===== config.mk =====
export PLATFORM = sky130hd
export DESIGN_NAME = infix_to_postfix_converter_top_flat
export DESIGN_NICKNAME = d
export VERILOG_FILES = /design/src/rtl/i2p_pkg.sv /design/src/rtl/i2p_in_if.sv /design/src/rtl/i2p_out_if.sv /design/src/rtl/infix_to_postfix_converter_top.sv /design/src/flat_wrapper.sv
export SDC_FILE = /design/constraint.sdc
export NUM_CORES = 1
export LEC_CHECK = 0
export BUFFER_PORTS_ARGS = -buffer_cell sky130_fd_sc_hd__buf_2
export CORE_MARGIN = 1.5
export CORE_UTILIZATION = 61
export CTS_CLUSTER_DIAMETER = 200
export DETAILED_ROUTE_END_ITERATION = 16
export GPL_ROUTABILITY_DRIVEN = 0
export PLACE_DENSITY = 0.79
export SETUP_SLACK_MARGIN = 0.15
export SYNTH_ARGS = -nofsm -noshare
export SYNTH_HDL_FRONTEND = slang
export SYNTH_SLANG_ARGS = --single-unit
export TNS_END_PERCENT = 100

===== constraint.sdc =====
create_clock -name i_clk -period 9.65 [get_ports i_clk]
set_input_delay 1.4475 -clock i_clk [delete_from_list [all_inputs] [get_ports i_clk]]
set_output_delay 1.4475 -clock i_clk [all_outputs]
set_load 0.02 [all_outputs]

===== src/rtl/i2p_pkg.sv =====
`default_nettype none
// ----------------------------------------------------------------------------
// i2p_pkg
// Shared constants, types and helper functions of the infix to postfix
// converter: character codes, stack codes, microcode fields and step names.
// ----------------------------------------------------------------------------
package i2p_pkg;

    localparam int STACK_DEPTH = 32;
    localparam int ADDR_W      = $clog2(STACK_DEPTH);
    localparam int CNT_W       = $clog2(STACK_DEPTH + 1);
    localparam int SYM_W       = 8;
    localparam int CODE_W      = 3;
    localparam int ERR_W       = 2;

    // ASCII characters of interest.
    localparam logic [SYM_W-1:0] CH_PLUS   = 8'h2B;
    localparam logic [SYM_W-1:0] CH_MINUS  = 8'h2D;
    localparam logic [SYM_W-1:0] CH_STAR   = 8'h2A;
    localparam logic [SYM_W-1:0] CH_SLASH  = 8'h2F;
    localparam logic [SYM_W-1:0] CH_CARET  = 8'h5E;
    localparam logic [SYM_W-1:0] CH_LPAREN = 8'h28;
    localparam logic [SYM_W-1:0] CH_RPAREN = 8'h29;
    localparam logic [SYM_W-1:0] CH_UA     = 8'h41;
    localparam logic [SYM_W-1:0] CH_UZ     = 8'h5A;
    localparam logic [SYM_W-1:0] CH_LA     = 8'h61;
    localparam logic [SYM_W-1:0] CH_LZ     = 8'h7A;

    // Codes held in the operator stack.
    localparam logic [CODE_W-1:0] CODE_NONE   = 3'd0;
    localparam logic [CODE_W-1:0] CODE_ADD    = 3'd1;
    localparam logic [CODE_W-1:0] CODE_SUB    = 3'd2;
    localparam logic [CODE_W-1:0] CODE_MUL    = 3'd3;
    localparam logic [CODE_W-1:0] CODE_DIV    = 3'd4;
    localparam logic [CODE_W-1:0] CODE_POW    = 3'd5;
    localparam logic [CODE_W-1:0] CODE_LPAREN = 3'd6;

    // Error field values.
    localparam logic [ERR_W-1:0] ERR_NONE = 2'd0;
    localparam logic [ERR_W-1:0] ERR_OVF  = 2'd1;
    localparam logic [ERR_W-1:0] ERR_UNF  = 2'd2;

    // Input item classes.
    typedef enum logic [2:0] {
        CLS_IGNORE,
        CLS_LETTER,
        CLS_LPAREN,
        CLS_RPAREN,
        CLS_OPER,
        CLS_END
    } t_cls;

    // Microprogram steps.
    typedef enum logic [3:0] {
        S_IDLE,
        S_LETTER,
        S_OPLOOP,
        S_OPTEST,
        S_OPPOP,
        S_PUSH,
        S_DOPUSH,
        S_OVF,
        S_RPLOOP,
        S_RPTEST,
        S_RPPOP,
        S_UNF,
        S_DISCARD,
        S_ENDLOOP,
        S_ENDPOP,
        S_MARK
    } t_step;

    // Jump conditions.
    typedef enum logic [2:0] {
        J_NEXT,
        J_ALWAYS,
        J_EMPTY,
        J_FULL,
        J_PREC_LT,
        J_TOP_LP,
        J_DISPATCH
    } t_cond;

    // Source of an emitted result.
    typedef enum logic [2:0] {
        E_SYM,
        E_TOP,
        E_OVF,
        E_UNF,
        E_MARK
    } t_esel;

    typedef struct packed {
        logic   wait_in;
        logic   fin;
        logic   emit;
        t_esel  esel;
        logic   pop;
        logic   push;
        logic   rd;
        logic   clr;
        t_cond  cond;
        t_step  tgt;
    } t_ctl;

    typedef struct packed {
        logic [SYM_W-1:0] sym;
        logic             expr_end;
        logic [ERR_W-1:0] err;
    } t_res;

    function automatic logic [CODE_W-1:0] f_op_code(input logic [SYM_W-1:0] sym);
        logic [CODE_W-1:0] code;
        case (sym)
            CH_PLUS:  code = CODE_ADD;
            CH_MINUS: code = CODE_SUB;
            CH_STAR:  code = CODE_MUL;
            CH_SLASH: code = CODE_DIV;
            CH_CARET: code = CODE_POW;
            default:  code = CODE_NONE;
        endcase
        return code;
    endfunction

    function automatic logic [SYM_W-1:0] f_code_char(input logic [CODE_W-1:0] code);
        logic [SYM_W-1:0] ch;
        case (code)
            CODE_ADD:    ch = CH_PLUS;
            CODE_SUB:    ch = CH_MINUS;
            CODE_MUL:    ch = CH_STAR;
            CODE_DIV:    ch = CH_SLASH;
            CODE_POW:    ch = CH_CARET;
            CODE_LPAREN: ch = CH_LPAREN;
            default:     ch = '0;
        endcase
        return ch;
    endfunction

    function automatic logic [1:0] f_prec(input logic [CODE_W-1:0] code);
        logic [1:0] p;
        case (code)
            CODE_ADD, CODE_SUB: p = 2'd1;
            CODE_MUL, CODE_DIV: p = 2'd2;
            CODE_POW:           p = 2'd3;
            default:            p = 2'd0;
        endcase
        return p;
    endfunction

    function automatic t_cls f_class(input logic op, input logic [SYM_W-1:0] sym);
        t_cls cls;
        if (op) begin
            cls = CLS_END;
        end else if ((sym >= CH_UA && sym <= CH_UZ) || (sym >= CH_LA && sym <= CH_LZ)) begin
            cls = CLS_LETTER;
        end else if (sym == CH_LPAREN) begin
            cls = CLS_LPAREN;
        end else if (sym == CH_RPAREN) begin
            cls = CLS_RPAREN;
        end else if (f_op_code(sym) != CODE_NONE) begin
            cls = CLS_OPER;
        end else begin
            cls = CLS_IGNORE;
        end
        return cls;
    endfunction

endpackage
`default_nettype wire


===== src/rtl/i2p_in_if.sv =====
`default_nettype none
// ----------------------------------------------------------------------------
// i2p_in_if
// Input channel: one infix character or an end-of-expression item.
// ----------------------------------------------------------------------------
interface i2p_in_if import i2p_pkg::*; ();
    logic             valid;
    logic             ready;
    logic             op;
    logic [SYM_W-1:0] symbol;

    modport source (output valid, output op, output symbol, input ready);
    modport sink   (input valid, input op, input symbol, output ready);
endinterface
`default_nettype wire


===== src/rtl/i2p_out_if.sv =====
`default_nettype none
// ----------------------------------------------------------------------------
// i2p_out_if
// Output channel: one postfix character, end marker or error result.
// ----------------------------------------------------------------------------
interface i2p_out_if import i2p_pkg::*; ();
    logic             valid;
    logic             ready;
    logic [SYM_W-1:0] out_symbol;
    logic             expr_end;
    logic [ERR_W-1:0] error;
    logic             last;

    modport source (output valid, output out_symbol, output expr_end, output error,
                    output last, input ready);
    modport sink   (input valid, input out_symbol, input expr_end, input error,
                    input last, output ready);
endinterface
`default_nettype wire


===== src/rtl/infix_to_postfix_converter_top.sv =====
`default_nettype none
// ----------------------------------------------------------------------------
// infix_to_postfix_converter_top
// Shunting-yard infix to postfix converter driven by a microcoded sequencer
// over an operator stack memory.
// ----------------------------------------------------------------------------
//  Channel | Dir | Payload                              | Transfer
//  i_in    | in  | op, symbol                           | valid && ready
//  o_out   | out | out_symbol, expr_end, error, last     | valid && ready
//
//  Per item: a letter is emitted, '(' is pushed, an operator pops entries
//  until a lower one or an empty stack and is then pushed, ')' pops down to
//  its '(' (an underflow error if none), end of expression pops every entry.
//  Each pop costs one stack memory read plus its test.
//  Reset clears the step counter, the stack count and both result valid flags.
//  A result waits in a pending register until the next one (or the end of
//  the item) decides its last flag; the sequencer holds only when that move
//  finds the output register full and not taken.
// ----------------------------------------------------------------------------
module infix_to_postfix_converter_top import i2p_pkg::*; (
    input  wire       i_clk,
    input  wire       i_rst_n,
    i2p_in_if.sink    i_in,
    i2p_out_if.source o_out
);

    function automatic t_ctl f_rom(input t_step pc);
        t_ctl c;
        c = '{wait_in: 1'b0, fin: 1'b0, emit: 1'b0, esel: E_SYM, pop: 1'b0,
              push: 1'b0, rd: 1'b0, clr: 1'b0, cond: J_NEXT, tgt: S_IDLE};
        case (pc)
            S_IDLE: begin
                c.wait_in = 1'b1;
                c.fin     = 1'b1;
                c.cond    = J_DISPATCH;
            end
            S_LETTER: begin
                c.emit = 1'b1;
                c.esel = E_SYM;
                c.cond = J_ALWAYS;
            end
            S_OPLOOP: begin
                c.rd   = 1'b1;
                c.cond = J_EMPTY;
                c.tgt  = S_PUSH;
            end
            S_OPTEST: begin
                c.cond = J_PREC_LT;
                c.tgt  = S_PUSH;
            end
            S_OPPOP: begin
                c.emit = 1'b1;
                c.esel = E_TOP;
                c.pop  = 1'b1;
                c.cond = J_ALWAYS;
                c.tgt  = S_OPLOOP;
            end
            S_PUSH: begin
                c.cond = J_FULL;
                c.tgt  = S_OVF;
            end
            S_DOPUSH: begin
                c.push = 1'b1;
                c.cond = J_ALWAYS;
            end
            S_OVF: begin
                c.emit = 1'b1;
                c.esel = E_OVF;
                c.clr  = 1'b1;
                c.cond = J_ALWAYS;
            end
            S_RPLOOP: begin
                c.rd   = 1'b1;
                c.cond = J_EMPTY;
                c.tgt  = S_UNF;
            end
            S_RPTEST: begin
                c.cond = J_TOP_LP;
                c.tgt  = S_DISCARD;
            end
            S_RPPOP: begin
                c.emit = 1'b1;
                c.esel = E_TOP;
                c.pop  = 1'b1;
                c.cond = J_ALWAYS;
                c.tgt  = S_RPLOOP;
            end
            S_UNF: begin
                c.emit = 1'b1;
                c.esel = E_UNF;
                c.cond = J_ALWAYS;
            end
            S_DISCARD: begin
                c.pop  = 1'b1;
                c.cond = J_ALWAYS;
            end
            S_ENDLOOP: begin
                c.rd   = 1'b1;
                c.cond = J_EMPTY;
                c.tgt  = S_MARK;
            end
            S_ENDPOP: begin
                c.emit = 1'b1;
                c.esel = E_TOP;
                c.pop  = 1'b1;
                c.cond = J_ALWAYS;
                c.tgt  = S_ENDLOOP;
            end
            S_MARK: begin
                c.emit = 1'b1;
                c.esel = E_MARK;
                c.cond = J_ALWAYS;
            end
            default: begin
                c.cond = J_ALWAYS;
            end
        endcase
        return c;
    endfunction

    logic [CODE_W-1:0] r_stack [STACK_DEPTH];

    t_step             r_upc;
    t_step             n_upc;
    logic [CNT_W-1:0]  r_cnt;
    logic [CNT_W-1:0]  n_cnt;
    logic [SYM_W-1:0]  r_sym;
    logic [CODE_W-1:0] r_code;
    logic [CODE_W-1:0] r_top;
    logic              r_pv;
    t_res              r_pend;
    logic              r_ov;
    t_res              r_out;
    logic              r_olast;

    t_ctl              ctl;
    t_cls              cls;
    t_step             dispatch;
    t_res              emit_val;
    logic              out_busy;
    logic              stall;
    logic              act;
    logic              accept;
    logic              jump;
    logic [ADDR_W-1:0] rd_addr;

    always_comb begin
        ctl      = f_rom(r_upc);
        out_busy = r_ov && !o_out.ready;
        // Only a step that moves the pending result needs a free output slot.
        stall    = (ctl.emit || ctl.fin) && r_pv && out_busy;
        act      = !stall;
        accept   = i_in.valid && ctl.wait_in && act;
        cls      = f_class(i_in.op, i_in.symbol);
        rd_addr  = ADDR_W'(r_cnt - CNT_W'(1));

        case (cls)
            CLS_LETTER: dispatch = S_LETTER;
            CLS_LPAREN: dispatch = S_PUSH;
            CLS_RPAREN: dispatch = S_RPLOOP;
            CLS_OPER:   dispatch = S_OPLOOP;
            CLS_END:    dispatch = S_ENDLOOP;
            default:    dispatch = S_IDLE;
        endcase

        case (ctl.cond)
            J_ALWAYS:  jump = 1'b1;
            J_EMPTY:   jump = (r_cnt == '0);
            J_FULL:    jump = (r_cnt == CNT_W'(STACK_DEPTH));
            J_PREC_LT: jump = (f_prec(r_top) < f_prec(r_code));
            J_TOP_LP:  jump = (r_top == CODE_LPAREN);
            default:   jump = 1'b0;
        endcase

        if (stall) begin
            n_upc = r_upc;
        end else if (ctl.cond == J_DISPATCH) begin
            n_upc = accept ? dispatch : S_IDLE;
        end else if (jump) begin
            n_upc = ctl.tgt;
        end else begin
            n_upc = t_step'(r_upc + 4'd1);
        end

        n_cnt = r_cnt;
        if (act) begin
            if (ctl.clr) begin
                n_cnt = '0;
            end else if (ctl.push) begin
                n_cnt = r_cnt + CNT_W'(1);
            end else if (ctl.pop) begin
                n_cnt = r_cnt - CNT_W'(1);
            end
        end

        case (ctl.esel)
            E_SYM:   emit_val = '{sym: r_sym, expr_end: 1'b0, err: ERR_NONE};
            E_TOP:   emit_val = '{sym: f_code_char(r_top), expr_end: 1'b0, err: ERR_NONE};
            E_OVF:   emit_val = '{sym: '0, expr_end: 1'b0, err: ERR_OVF};
            E_UNF:   emit_val = '{sym: '0, expr_end: 1'b0, err: ERR_UNF};
            E_MARK:  emit_val = '{sym: '0, expr_end: 1'b1, err: ERR_NONE};
            default: emit_val = '{sym: '0, expr_end: 1'b0, err: ERR_NONE};
        endcase
    end

    // Operator stack: one write port for pushes, one registered read of the top.
    always_ff @(posedge i_clk) begin
        if (act && ctl.push) begin
            r_stack[r_cnt[ADDR_W-1:0]] <= r_code;
        end
        if (ctl.rd) begin
            r_top <= r_stack[rd_addr];
        end
    end

    always_ff @(posedge i_clk) begin
        if (!i_rst_n) begin
            r_upc <= S_IDLE;
            r_cnt <= '0;
            r_pv  <= 1'b0;
            r_ov  <= 1'b0;
        end else begin
            r_upc <= n_upc;
            r_cnt <= n_cnt;

            if (accept) begin
                r_sym  <= i_in.symbol;
                r_code <= (cls == CLS_LPAREN) ? CODE_LPAREN : f_op_code(i_in.symbol);
            end

            // A new result or the end of the item releases the pending one.
            if (act && (ctl.emit || ctl.fin) && r_pv) begin
                r_out   <= r_pend;
                r_olast <= ctl.fin;
                r_ov    <= 1'b1;
            end else if (r_ov && o_out.ready) begin
                r_ov <= 1'b0;
            end

            if (act && ctl.emit) begin
                r_pend <= emit_val;
                r_pv   <= 1'b1;
            end else if (act && ctl.fin) begin
                r_pv <= 1'b0;
            end
        end
    end

    assign i_in.ready       = ctl.wait_in && act;
    assign o_out.valid      = r_ov;
    assign o_out.out_symbol = r_out.sym;
    assign o_out.expr_end   = r_out.expr_end;
    assign o_out.error      = r_out.err;
    assign o_out.last       = r_olast;

endmodule
`default_nettype wire


===== src/flat_wrapper.sv =====
// flat-port wrapper written by rule: the top's interface ports become plain ports
module infix_to_postfix_converter_top_flat import i2p_pkg::*;
  (i_clk, i_rst_n, i_in_valid, i_in_op, i_in_symbol, i_in_ready, o_out_valid, o_out_out_symbol, o_out_expr_end, o_out_error, o_out_last, o_out_ready);
  i2p_in_if i_in_i ();
  i2p_out_if o_out_i ();
  input  wire i_clk;
  input  wire i_rst_n;
  input wire logic [$bits(i_in_i.valid)-1:0] i_in_valid;
  input wire logic [$bits(i_in_i.op)-1:0] i_in_op;
  input wire logic [$bits(i_in_i.symbol)-1:0] i_in_symbol;
  output wire logic [$bits(i_in_i.ready)-1:0] i_in_ready;
  output wire logic [$bits(o_out_i.valid)-1:0] o_out_valid;
  output wire logic [$bits(o_out_i.out_symbol)-1:0] o_out_out_symbol;
  output wire logic [$bits(o_out_i.expr_end)-1:0] o_out_expr_end;
  output wire logic [$bits(o_out_i.error)-1:0] o_out_error;
  output wire logic [$bits(o_out_i.last)-1:0] o_out_last;
  input wire logic [$bits(o_out_i.ready)-1:0] o_out_ready;
  assign i_in_i.valid = i_in_valid;
  assign i_in_i.op = i_in_op;
  assign i_in_i.symbol = i_in_symbol;
  assign i_in_ready = i_in_i.ready;
  assign o_out_valid = o_out_i.valid;
  assign o_out_out_symbol = o_out_i.out_symbol;
  assign o_out_expr_end = o_out_i.expr_end;
  assign o_out_error = o_out_i.error;
  assign o_out_last = o_out_i.last;
  assign o_out_i.ready = o_out_ready;
  infix_to_postfix_converter_top u_core (.i_clk(i_clk), .i_rst_n(i_rst_n), .i_in(i_in_i), .o_out(o_out_i));
endmodule

==> metrics, run 1 <==
post-cts resize count=0; crit path capture type=flip-flop; vias in the first global route=4204; Worst setup SP type=flip-flop; WL final=14230 µm; Setup-failing EPs final=0; worst r2r dst=u_core.r_top[0]$_DFFE_PP_; post-synthesis cell count=473; PwrDens=301.0 nW/µm²; cell area after synthesis=6711 µm²; RR Startpoint=u_core.r_cnt[0]$_SDFFE_PN0P_; Placement Cell Area=6923 µm²; largest family of logic cells by synthesized area=multiplexers; Clock Tree Buf Depth=2; PortBufs=26; Post-Synth Simple-Gate Area=0.1117; hold buffer count at CTS=0; Worst Hold Path Cells=0; Setup TNS Final=0 ns; Seq cells post-synth=145; largest net degree at the start of global routing=37; post-DR vias/cell=6.557; R2R depth=5; DR WL/cell=22.07 µm; FFs w/ async S/R, synth=0; Final Critical Period=3.777 ns; Max Slew Vio Count=0; post-route ant nets=0; reg2reg setup slack=5.87 ns; Clk pin slew, worst setup/hold paths=0.06 ns; worst endpoint required time=9.93 ns; clk sinks=145; unrepaired setup endpoints after global routing=false; Core Area=10790 µm²; Seq/Total Area, Yosys=0.6309; GR Overflow Total=0; root buf cell=clkbuf_8; Remaining DRCs=0; most frequent cells in the layout=edfxtp_1 (133), nor2_1 (60), nand2_1 (32); antenna violations before repair=0; 1st-iter DRT viols=380; Post-Route Skew=0.008354 ns; Ports=27; Syn-to-layout area delta=11.91%; Pwr Total=2.261 mW; Post-synth EDFFs=133; XOR/XNOR Fraction of Synth Area=0.01305; share of layout cells above drive strength 1=0.2059; Compound-Gate Fraction of Synth Area=0.09060; global-route usage over all layers=0.2706; Min-Delay Endpoint=u_core.o_out.out_symbol[3]$_DFFE_PP_; die width=107.9 µm; mean cell area of the mapped netlist=14.19 µm²; ys flop type=edfxtp_1; highest clock rate=0.2647 GHz; Syn Nets=496; cell mode on critical path=mux4_2; commonest non-fill, non-tap cell in the layout=edfxtp_1; Num CTS Buffers=17; fin crit share=0.3914; placed cells=614; Peak VDD IR=0.0001861 V; Site Rows=38; postcts setup bufs=0; design area=7511 µm²; number of detailed-route iterations in the first pass=6; slowest library cell on the worst path=ha_1; Cell Count, Final, Fillers Out=645; via total after detailed routing=4229; Synth Area in Adders=0.01864; Setup CP Type=flip-flop to flip-flop; CTS tree=yes; crit path DAT=4.06 ns; relative slew slack=0.2015; synth unique cells=63; final HPWL from detailed placement=9143 µm; Leak Pwr=2.467 nW; first-pass GRT wire length=22510 µm; crit path max fanout=29; Final Worst Setup Slack=5.873 ns; Post-Place Setup Slack=5.879 ns; nets=516; n_diodes=0; Clk Latency, worst-skew pair=0.53 ns; Cell Chain, Critical Path=inv_1, ha_1, mux4_2, mux4_2, mux2_2; WHS=0.4189 ns; multiplexer area fraction after synthesis=0.1137; Initial Utilization=0.6218; status=complete, no violations; H-Tree Depth=4; crit-path max cell delay=1.09 ns; Hold Fails Final Rpt=0; Die H=107.9 µm; post-layout util=0.6959; HP Class=flip-flop to flip-flop; max_cap viols=0; Die ar.=11640 µm²; hold path start=u_core.r_pend[6]$_DFFE_PP_; Yosys warning count=0; Slew @ Worst Pin=1.198 ns
-- area by class of cell --
type                       count  area, µm²
timing repair buffer          28      145.1
clock buffer                  19      421.7
fill                         710       3282
inverter                       9      33.78
multi-input combinational    292       2333
clock inverter                12      166.4
sequential                   145       4235
tap                          140      175.2
-- per-layer routing --
layer  up-vias  GRT usage  routed length (µm)
met2       203     0.4595                7374
li1       1865          -                   -
met3        28    0.06961                 891
met4         0     0.1100                 358
met5         -          0                   0
met1      2133     0.3319                5609
-- flip-flops by register name, indices dropped and copies added, names as in the netlist --
register	count
u_core.r_stack	96
u_core.r_pend	11
u_core.o_out.out_symbol	8
u_core.r_sym	8
u_core.r_cnt	6
u_core.r_upc	4
u_core.r_code	3
u_core.r_top	3
u_core.o_out.error	2
u_core.o_out.expr_end	1
u_core.o_out.last	1
u_core.o_out.valid	1
u_core.r_pv	1
-- worst max-delay path, delay by kind of cell, from the launching register on --
family / cells / cell delay [ns]
flops: 1 / 0.96
mux: 3 / 1.23
buf+inv: 1 / 0.24
fa+ha+maj: 1 / 1.09
-- worst max-delay path by stage --
stage / startpoint / end / slack, ns / cells past startpoint
after floorplan: o_out_ready / i_in_ready / 6.32 / 2
after CTS: u_core.r_cnt[0]$_SDFFE_PN0P_ / u_core.r_top[0]$_DFFE_PP_ / 5.82 / 5
after global routing: u_core.r_cnt[0]$_SDFFE_PN0P_ / u_core.r_top[2]$_DFFE_PP_ / 5.64 / 5
after global placement: o_out_ready / i_in_ready / 6.10 / 4
final: u_core.r_cnt[0]$_SDFFE_PN0P_ / u_core.r_top[0]$_DFFE_PP_ / 5.87 / 5
after detailed placement: u_core.r_cnt[0]$_SDFFE_PN0P_ / u_core.r_top[1]$_DFFE_PP_ / 5.88 / 5
-- power breakdown --
group          switching [mW]  internal [mW]  leakage [nW]
sequential              0.104          0.781          1.30
combinational           0.380          0.338         0.875
clock                   0.241          0.415         0.293
total                   0.725           1.54          2.47
-- cell usage after synthesis (2+ instances only) --
master | n | area (µm²)
a21boi_0 | 3 | 22.52
a21o_1 | 6 | 45.04
a21oi_1 | 17 | 85.08
a22o_1 | 6 | 52.55
a31oi_1 | 3 | 18.77
and2_1 | 4 | 25.02
and3_1 | 5 | 31.28
buf_1 | 4 | 15.01
buf_2 | 7 | 35.03
clkbuf_1 | 16 | 60.06
dfxtp_1 | 12 | 240.2
edfxtp_1 | 133 | 3994
ha_1 | 10 | 125.1
inv_1 | 9 | 33.78
mux2_2 | 6 | 67.56
mux2i_1 | 2 | 20.02
mux4_2 | 30 | 675.7
nand2_1 | 32 | 120.1
nand2b_1 | 5 | 31.28
nand3_1 | 9 | 45.04
nand3b_1 | 6 | 45.04
nor2_1 | 60 | 225.2
nor2b_1 | 8 | 50.05
nor3_1 | 5 | 25.02
nor3b_1 | 6 | 45.04
o2111ai_1 | 2 | 17.52
o211ai_1 | 2 | 15.01
o21a_1 | 3 | 22.52
o21ai_0 | 12 | 60.06
o221ai_1 | 4 | 35.03
o22a_1 | 2 | 17.52
o22ai_1 | 3 | 18.77
o31a_1 | 2 | 17.52
or3b_2 | 2 | 17.52
xnor2_1 | 4 | 35.03
xor2_1 | 6 | 52.55
-- cells by family after synthesis --
family	Yosys count
and+or+nand+nor	152
muxes	38
AOI/OAI and AO/OA	82
buffers and inverters	36
DFF	145
adders and majority gates	10
xor gates and xnor gates	10
Power figures use the tool's default switching activity.
==> inputs of run 2 (changes only) <==
- ABC_AREA: default -> 1
- CORE_UTILIZATION: 61 -> 56
- PLACE_DENSITY: 0.79 -> 0.76
- clock period: 9.65 -> 3.1 ns (I/O delays scaled with it)
==> run 2 against run 1 <==
Design area increased by 3.8%. Global-route usage shrank 2.9 points. Register-to-register slack got worse by 5.4 ns. Highest routed layer unchanged. Cell count increased by 28%. Synthesized area is 2.0% higher. Synthesized cell count up 34%. Combinational power grew to 2.9 times the previous value. Clock skew shrank 0.0023 ns. Total power increased to 3.0 times the previous value. First-iteration DRC count up 23%. Sequential power rose to 2.7 times the previous value.
==> metrics, run 2 <==
status=complete, no violations; crit-path max cell delay=0.42 ns (-0.67 ns); worst r2r dst=u_core.r_stack[14][0]$_DFFE_PP_; R2R depth=11 (+6); post-DR vias/cell=5.871 (-10%); Final Critical Period=2.623 ns (-1.154 ns); Peak VDD IR=0.0004220 V (+130%); postcts setup bufs=0 (unchanged); worst endpoint required time=3.20 ns (-6.73 ns); Leak Pwr=2.875 nW (+17%); design area=7797 µm² (+3.8%); WL final=14690 µm (+3.2%); Yosys warning count=0 (unchanged); fin crit share=0.8462 (+0.4547); post-layout util=0.6519 (-0.04404); FFs w/ async S/R, synth=0 (unchanged); PortBufs=26 (unchanged); highest clock rate=0.3812 GHz (+44%); Seq cells post-synth=145 (unchanged); share of layout cells above drive strength 1=0.1691 (-0.03682); cell area after synthesis=6847 µm² (+2.0%); post-cts resize count=0 (unchanged); H-Tree Depth=4 (unchanged); largest net degree at the start of global routing=52 (+41%); cell with the most instances after synthesis=edfxtp_1; CP Capture Point=u_core.r_stack[14][0]$_DFFE_PP_; Clk Latency, worst-skew pair=0.43 ns (-0.10 ns); Die H=113.6 µm (+5.3%); crit path from=u_core.r_upc[0]$_SDFFE_PN0N_; GR Overflow Total=0 (unchanged); antenna violations before repair=0 (unchanged); RR Startpoint=u_core.r_upc[0]$_SDFFE_PN0N_; reg2reg setup slack=0.48 ns (-5.40 ns); PwrDens=867.3 nW/µm² (+190%); sequential cell area=4235 µm² (unchanged); 1st-iter DRT viols=467 (+23%); relative slew slack=0.3177 (+0.1162); crit path DAT=2.72 ns (-1.34 ns); Setup CP Type=flip-flop to flip-flop; Worst Path Buf+Inv=2 (+1); Post-Place Setup Slack=0.5396 ns (-5.340 ns); max reg flops=96 (unchanged); Area contributors post-synth=edfxtp_1 (58%), nor2_1 (6.3%), nand2_1 (4.2%); synth unique cells=46 (-27%); vias in the first global route=4646 (+11%); WHS=0.2463 ns (-0.1727 ns); Site Rows=40 (+5.3%); placed cells=795 (+29%); GRT busiest layer=met2; Initial Utilization=0.5724 (-0.04946); Cell Count, Final, Fillers Out=827 (+28%); Seq/Total Area, Yosys=0.6184 (-0.01245); GR Util met3=0.06164 (-0.007976); global-route usage over all layers=0.2421 (-0.02855); Worst setup SP type=flip-flop; n_diodes=0 (unchanged); ys flop type=edfxtp_1; Slew @ Worst Pin=1.018 ns (-0.1793 ns); crit path max fanout=8 (-72%); root buf cell=clkbuf_16; Synth top area share=0.5833 (-0.01174); Pwr Total=6.763 mW (+200%); Clock Tree Buf Depth=2 (unchanged); Final Worst Setup Slack=0.4769 ns (-5.396 ns); commonest non-fill, non-tap cell in the layout=edfxtp_1; final HPWL from detailed placement=9862 µm (+7.9%); number of detailed-route iterations in the first pass=6 (unchanged); Core Area=11960 µm² (+11%); Cell Chain, Critical Path=inv_1, ha_1, nand3_4, nand2_4, inv_2, nand3_2, nor2_2, nor2_4, nor2_2, nand2_1, nor2_1; slowest library cell on the worst path=dfxtp_1; Setup-failing EPs final=0 (unchanged); die width=113.6 µm (+5.3%); Remaining DRCs=0 (unchanged); Post-Route Skew=0.006062 ns (-0.002292 ns); multi-input logic area=2297 µm² (-1.6%); CTS tree=yes; hold buffer count at CTS=0 (unchanged); Clk pin slew, worst setup/hold paths=0.06 ns (about the same); Post-synth EDFFs=133 (unchanged); Hold Fails Final Rpt=0 (unchanged); Num CTS Buffers=17 (unchanged); Setup TNS Final=0 ns (unchanged); Max Slew Vio Count=0 (unchanged); Ports=27 (unchanged); cell mode on critical path=nor2_2; unrepaired setup endpoints after global routing=false; post-route ant nets=0 (unchanged); mean cell area of the mapped netlist=10.80 µm² (-24%); most frequent cells in the layout=edfxtp_1 (133), nor2_1 (114), nand2_1 (76); crit path capture type=flip-flop; Syn Nets=657 (+32%); Die ar.=12900 µm² (+11%); DR WL/cell=17.77 µm (-19%); clk sinks=145 (unchanged); top cells by count, synth=edfxtp_1 (133), nor2_1 (114), nand2_1 (76); nets=690 (+34%); Crit path depth=11 (+6); met2 usage=0.3855 (-0.07397); max_cap viols=0 (unchanged); CP delay by family, top=simple AND/OR/NAND/NOR gates; GR Layer Usage met1=0.3242 (-0.007724); Placement Cell Area=7133 µm² (+3.0%); Fill cells=886 (+25%); area leader, netlist=edfxtp_1; Syn-to-layout area delta=13.89%; first-pass GRT wire length=23580 µm (+4.7%); HP Class=primary input to flip-flop; via total after detailed routing=4855 (+15%); post-synthesis cell count=634 (+34%)
-- run 2: cell types whose count changed in the layout (fill, tap and decap cells not counted), sizes merged, moves of 7 or more --
cell	delta
o211ai	+11
nor2b	-8
o221ai	+8
nand3	+28
nor2	+67
o32ai	+11
nand2	+56
buf	+7
inv	+47
o21ai	+36
mux2i	+11
mux4	-30
-- run 2: cell families (layout without fill, tap and decap cells) --
group           Yosys count  count (layout)  share of synthesized area
compound gates          110             110                     0.1045
buf+inv                  76             122                    0.04715
fa+ha+maj                10              10                    0.01827
flops                   145             145                     0.6184
xor+xnor                  8               8                    0.01023
simple gates            272             272                     0.1824
mux                      13              13                    0.01901
-- run 2: area by class of cell --
cell class | count | share of cell area
clock inverter | 14 | 0.03017
timing repair buffer | 35 | 0.02535
multi-input combinational | 413 | 0.2946
tap | 147 | 0.02359
inverter | 55 | 0.02808
clock buffer | 18 | 0.05504
sequential | 145 | 0.5432
-- run 2: how the worst min path moves through the flow --
| stage | end | slack, ns | cells past startpoint | start |
|---|---|---|---|---|
| 3_5_place_dp | u_core.o_out.out_symbol[3]$_DFFE_PP_ | 0.41 | 0 | u_core.r_pend[6]$_DFFE_PP_ |
| 6_report | u_core.r_sym[4]$_DFFE_PP_ | 0.25 | 1 | i_in_symbol[4] |
| 4_1_cts | u_core.r_sym[7]$_DFFE_PP_ | 0.23 | 1 | i_in_symbol[7] |
| 2_1_floorplan | u_core.o_out.error[0]$_DFFE_PP_ | 0.40 | 0 | u_core.r_pend[0]$_DFFE_PP_ |
| 3_3_place_gp | u_core.o_out.out_symbol[7]$_DFFE_PP_ | 0.40 | 0 | u_core.r_pend[10]$_DFFE_PP_ |
| 5_1_grt | u_core.r_sym[7]$_DFFE_PP_ | 0.23 | 1 | i_in_symbol[7] |
-- run 2: routing by layer --
layer | up-vias | share of wire
li1 | 2312 | -
met1 | 2334 | 0.44
met2 | 177 | 0.47
met3 | 32 | 0.067
met4 | 0 | 0.024
met5 | - | 0
-- run 2: power by group --
part           leakage, nW  switching, mW  internal, mW
clock network        0.318          0.774          1.51
registers             1.32          0.114          2.31
logic                 1.24           1.35         0.706
-- run 2: worst register-to-register path, stage by stage (launching register included) --
cell,delay (ns)
dfxtp_1,0.42
inv_1,0.09
ha_1,0.29
nand3_4,0.14
nand2_4,0.10
inv_2,0.07
nand3_2,0.07
nor2_2,0.17
nor2_4,0.09
nor2_2,0.16
nand2_1,0.34
nor2_1,0.36
==> inputs of run 3 (changes only) <==
- CORE_UTILIZATION: 56 -> 61
- PLACE_DENSITY: 0.76 -> 0.79
- clock period: 3.1 -> 2.5 ns (I/O delays scaled with it)
==> run 3 against run 2 <==
Die area down 8.0%. Design area up 4.0%. Critical endpoint is now u_core.r_stack[7][0]$_DFFE_PP_. Critical path type unchanged. Clock power up 13%.
==> metrics, run 3 (synthesis results as in run 2) <==
status=complete, no violations; Setup CP Type=flip-flop to flip-flop; relative slew slack=0.5851 (+0.2674); unrepaired setup endpoints after global routing=false; most frequent cells in the layout=edfxtp_1 (133), nor2_1 (82), nand2_1 (71); Die ar.=11870 µm² (-8.0%); via total after detailed routing=5000 (+3.0%); Worst Hold Path Cells=1 (unchanged); Leak Pwr=2.902 nW (+0.95%); Worst setup SP type=flip-flop; commonest non-fill, non-tap cell in the layout=edfxtp_1; PortBufs=26 (unchanged); Core Area=10890 µm² (-9.0%); global-route usage over all layers=0.2704 (+0.02828); GR Util met3=0.05021 (-0.01143); Max Slew Vio Count=0 (unchanged); Remaining DRCs=0 (unchanged); antenna violations before repair=0 (unchanged); PwrDens=1039 nW/µm² (+20%); max_cap viols=0 (unchanged); WL final=15210 µm (+3.5%); GR Layer Usage met1=0.3650 (+0.04077); max reg flops=96 (unchanged); 1st-iter DRT viols=474 (+1.5%); multi-input logic area=2590 µm² (+13%); Min-Delay Endpoint=u_core.r_sym[7]$_DFFE_PP_; worst r2r dst=u_core.r_stack[7][0]$_DFFE_PP_; RR Startpoint=u_core.r_upc[0]$_SDFFE_PN0N_; DR WL/cell=18.37 µm (+3.4%); Setup-failing EPs final=0 (unchanged); nets=699 (+1.3%); vias in the first global route=4815 (+3.6%); Num CTS Buffers=17 (unchanged); H-Tree Depth=4 (unchanged); final HPWL from detailed placement=9650 µm (-2.1%); met2 usage=0.4366 (+0.05106); Fill cells=684 (-23%); first-pass GRT wire length=23620 µm (+0.17%); crit path max fanout=8 (unchanged); Cell Chain, Critical Path=inv_1, ha_2, nand3_4, nand2_4, inv_2, nand3_2, nor2_4, nor2_4, nor2_4, buf_4, nand2_8, nor2_4; cell mode on critical path=nor2_4; Peak VDD IR=0.0005745 V (+36%); Clk pin slew, worst setup/hold paths=0.06 ns (about the same); crit path capture type=flip-flop; post-layout util=0.7445 (+0.09266); R2R depth=12 (+1); slowest library cell on the worst path=dfxtp_2; Ports=27 (unchanged); CTS tree=yes; GR Overflow Total=0 (unchanged); Hold Fails Final Rpt=0 (unchanged); largest net degree at the start of global routing=50 (-3.8%); hold buffer count at CTS=0 (unchanged); Syn-to-layout area delta=18.40%; clk sinks=145 (unchanged); fin crit share=0.8906 (+0.04449); Clock Tree Buf Depth=2 (unchanged); Pwr Total=8.419 mW (+24%); hold path start=i_in_symbol[7]; crit path DAT=2.46 ns (-0.26 ns); Clk Latency, worst-skew pair=0.53 ns (+0.10 ns); Die H=108.9 µm (-4.1%); share of layout cells above drive strength 1=0.2413 (+0.07216); Initial Utilization=0.6288 (+0.05644); n_diodes=0 (unchanged); root buf cell=clkbuf_8; post-DR vias/cell=6.039 (+2.9%); worst endpoint required time=2.73 ns (-0.47 ns); die width=108.9 µm (-4.1%); Site Rows=38 (-5.0%); HP Class=primary input to flip-flop; Post-Route Skew=0.009165 ns (+0.003103 ns); highest clock rate=0.4491 GHz (+18%); Slew @ Worst Pin=0.6202 ns (-0.3982 ns); sequential cell area=4239 µm² (about the same); post-route ant nets=0 (unchanged); number of detailed-route iterations in the first pass=5 (-1); GRT busiest layer=met2; crit-path max cell delay=0.38 ns (-0.04 ns); reg2reg setup slack=0.27 ns (-0.20 ns); Final Critical Period=2.227 ns (-0.3965 ns)
run 3: cell types whose count changed in the layout (fill, tap and decap cells not counted), moves of 3 or more:
cell / before / now
nor2_1: 114 / 82
nor2_4: 4 / 32
buf_4: 9 / 17
nand2_1: 76 / 71
nand2_8: 0 / 4
nor2_2: 9 / 13
dfxtp_1: 11 / 8
dfxtp_2: 1 / 4
run 3: worst max-delay path by stage:
stage / from / end / slack [ns] / cells past startpoint
2_1_floorplan: u_core.r_cnt[0]$_SDFFE_PN0P_ / u_core.r_top[1]$_DFFE_PP_ / 0.16 / 10
3_3_place_gp: u_core.r_upc[0]$_SDFFE_PN0N_ / u_core.r_stack[3][2]$_DFFE_PP_ / 0.13 / 11
3_5_place_dp: u_core.r_upc[0]$_SDFFE_PN0N_ / u_core.r_stack[7][2]$_DFFE_PP_ / -0.04 / 11
4_1_cts: u_core.r_upc[0]$_SDFFE_PN0N_ / u_core.r_stack[18][2]$_DFFE_PP_ / 0.09 / 11
5_1_grt: u_core.r_upc[0]$_SDFFE_PN0N_ / u_core.r_stack[13][2]$_DFFE_PP_ / 0.14 / 12
6_report: u_core.r_upc[0]$_SDFFE_PN0N_ / u_core.r_stack[7][0]$_DFFE_PP_ / 0.27 / 12
run 3: routing by layer:
layer,routed length [µm],vias to the layer above
met1,6416,2379
met4,303,0
met3,1040,30
met2,7452,255
li1,-,2336
met5,0,-
run 3: critical path: cells and delay by family (launching register included):
family,cells,cell delay (ns)
and+or+nand+nor,8,0.98
buffers and inverters,3,0.33
DFF,1,0.38
adders and majority gates,1,0.23
run 3: what timing repair did:
action	4_1_cts	5_1_grt
pin swaps	0	2
gates resized for setup	27	51
setup endpoints to repair	96	121
setup buffers	0	3
run 3: cell type report:
cell class,instances,area share
flip-flops and latches,145,0.5229
multi-input cells,413,0.3195
clock buffers,18,0.05155
repair buffers,44,0.03426
inverters,55,0.02701
clock inverters,13,0.02315
well taps,140,0.02161
run 3: per-stage QoR:
step	cell area [µm²]	hold WS (ns)	setup TNS (ns)	std cells	setup WS, ns
5_1_grt	8107	0.04379	0	828	0.1377
2_1_floorplan	6849	0.4003	0	634	0.1580
4_1_cts	7865	0.04031	0	825	0.09197
6_report	8107	0.05494	0	828	0.2734
3_3_place_gp	7182	0.4028	0	794	0.1338
3_5_place_dp	7182	0.4045	-0.6700	794	-0.04059
run 3: report_power, final:
| part | internal, mW | switching [mW] |
|---|---|---|
| sequential | 2.87 | 0.120 |
| combinational | 0.959 | 1.89 |
| clock | 1.62 | 0.957 |
| total | 5.45 | 2.97 |
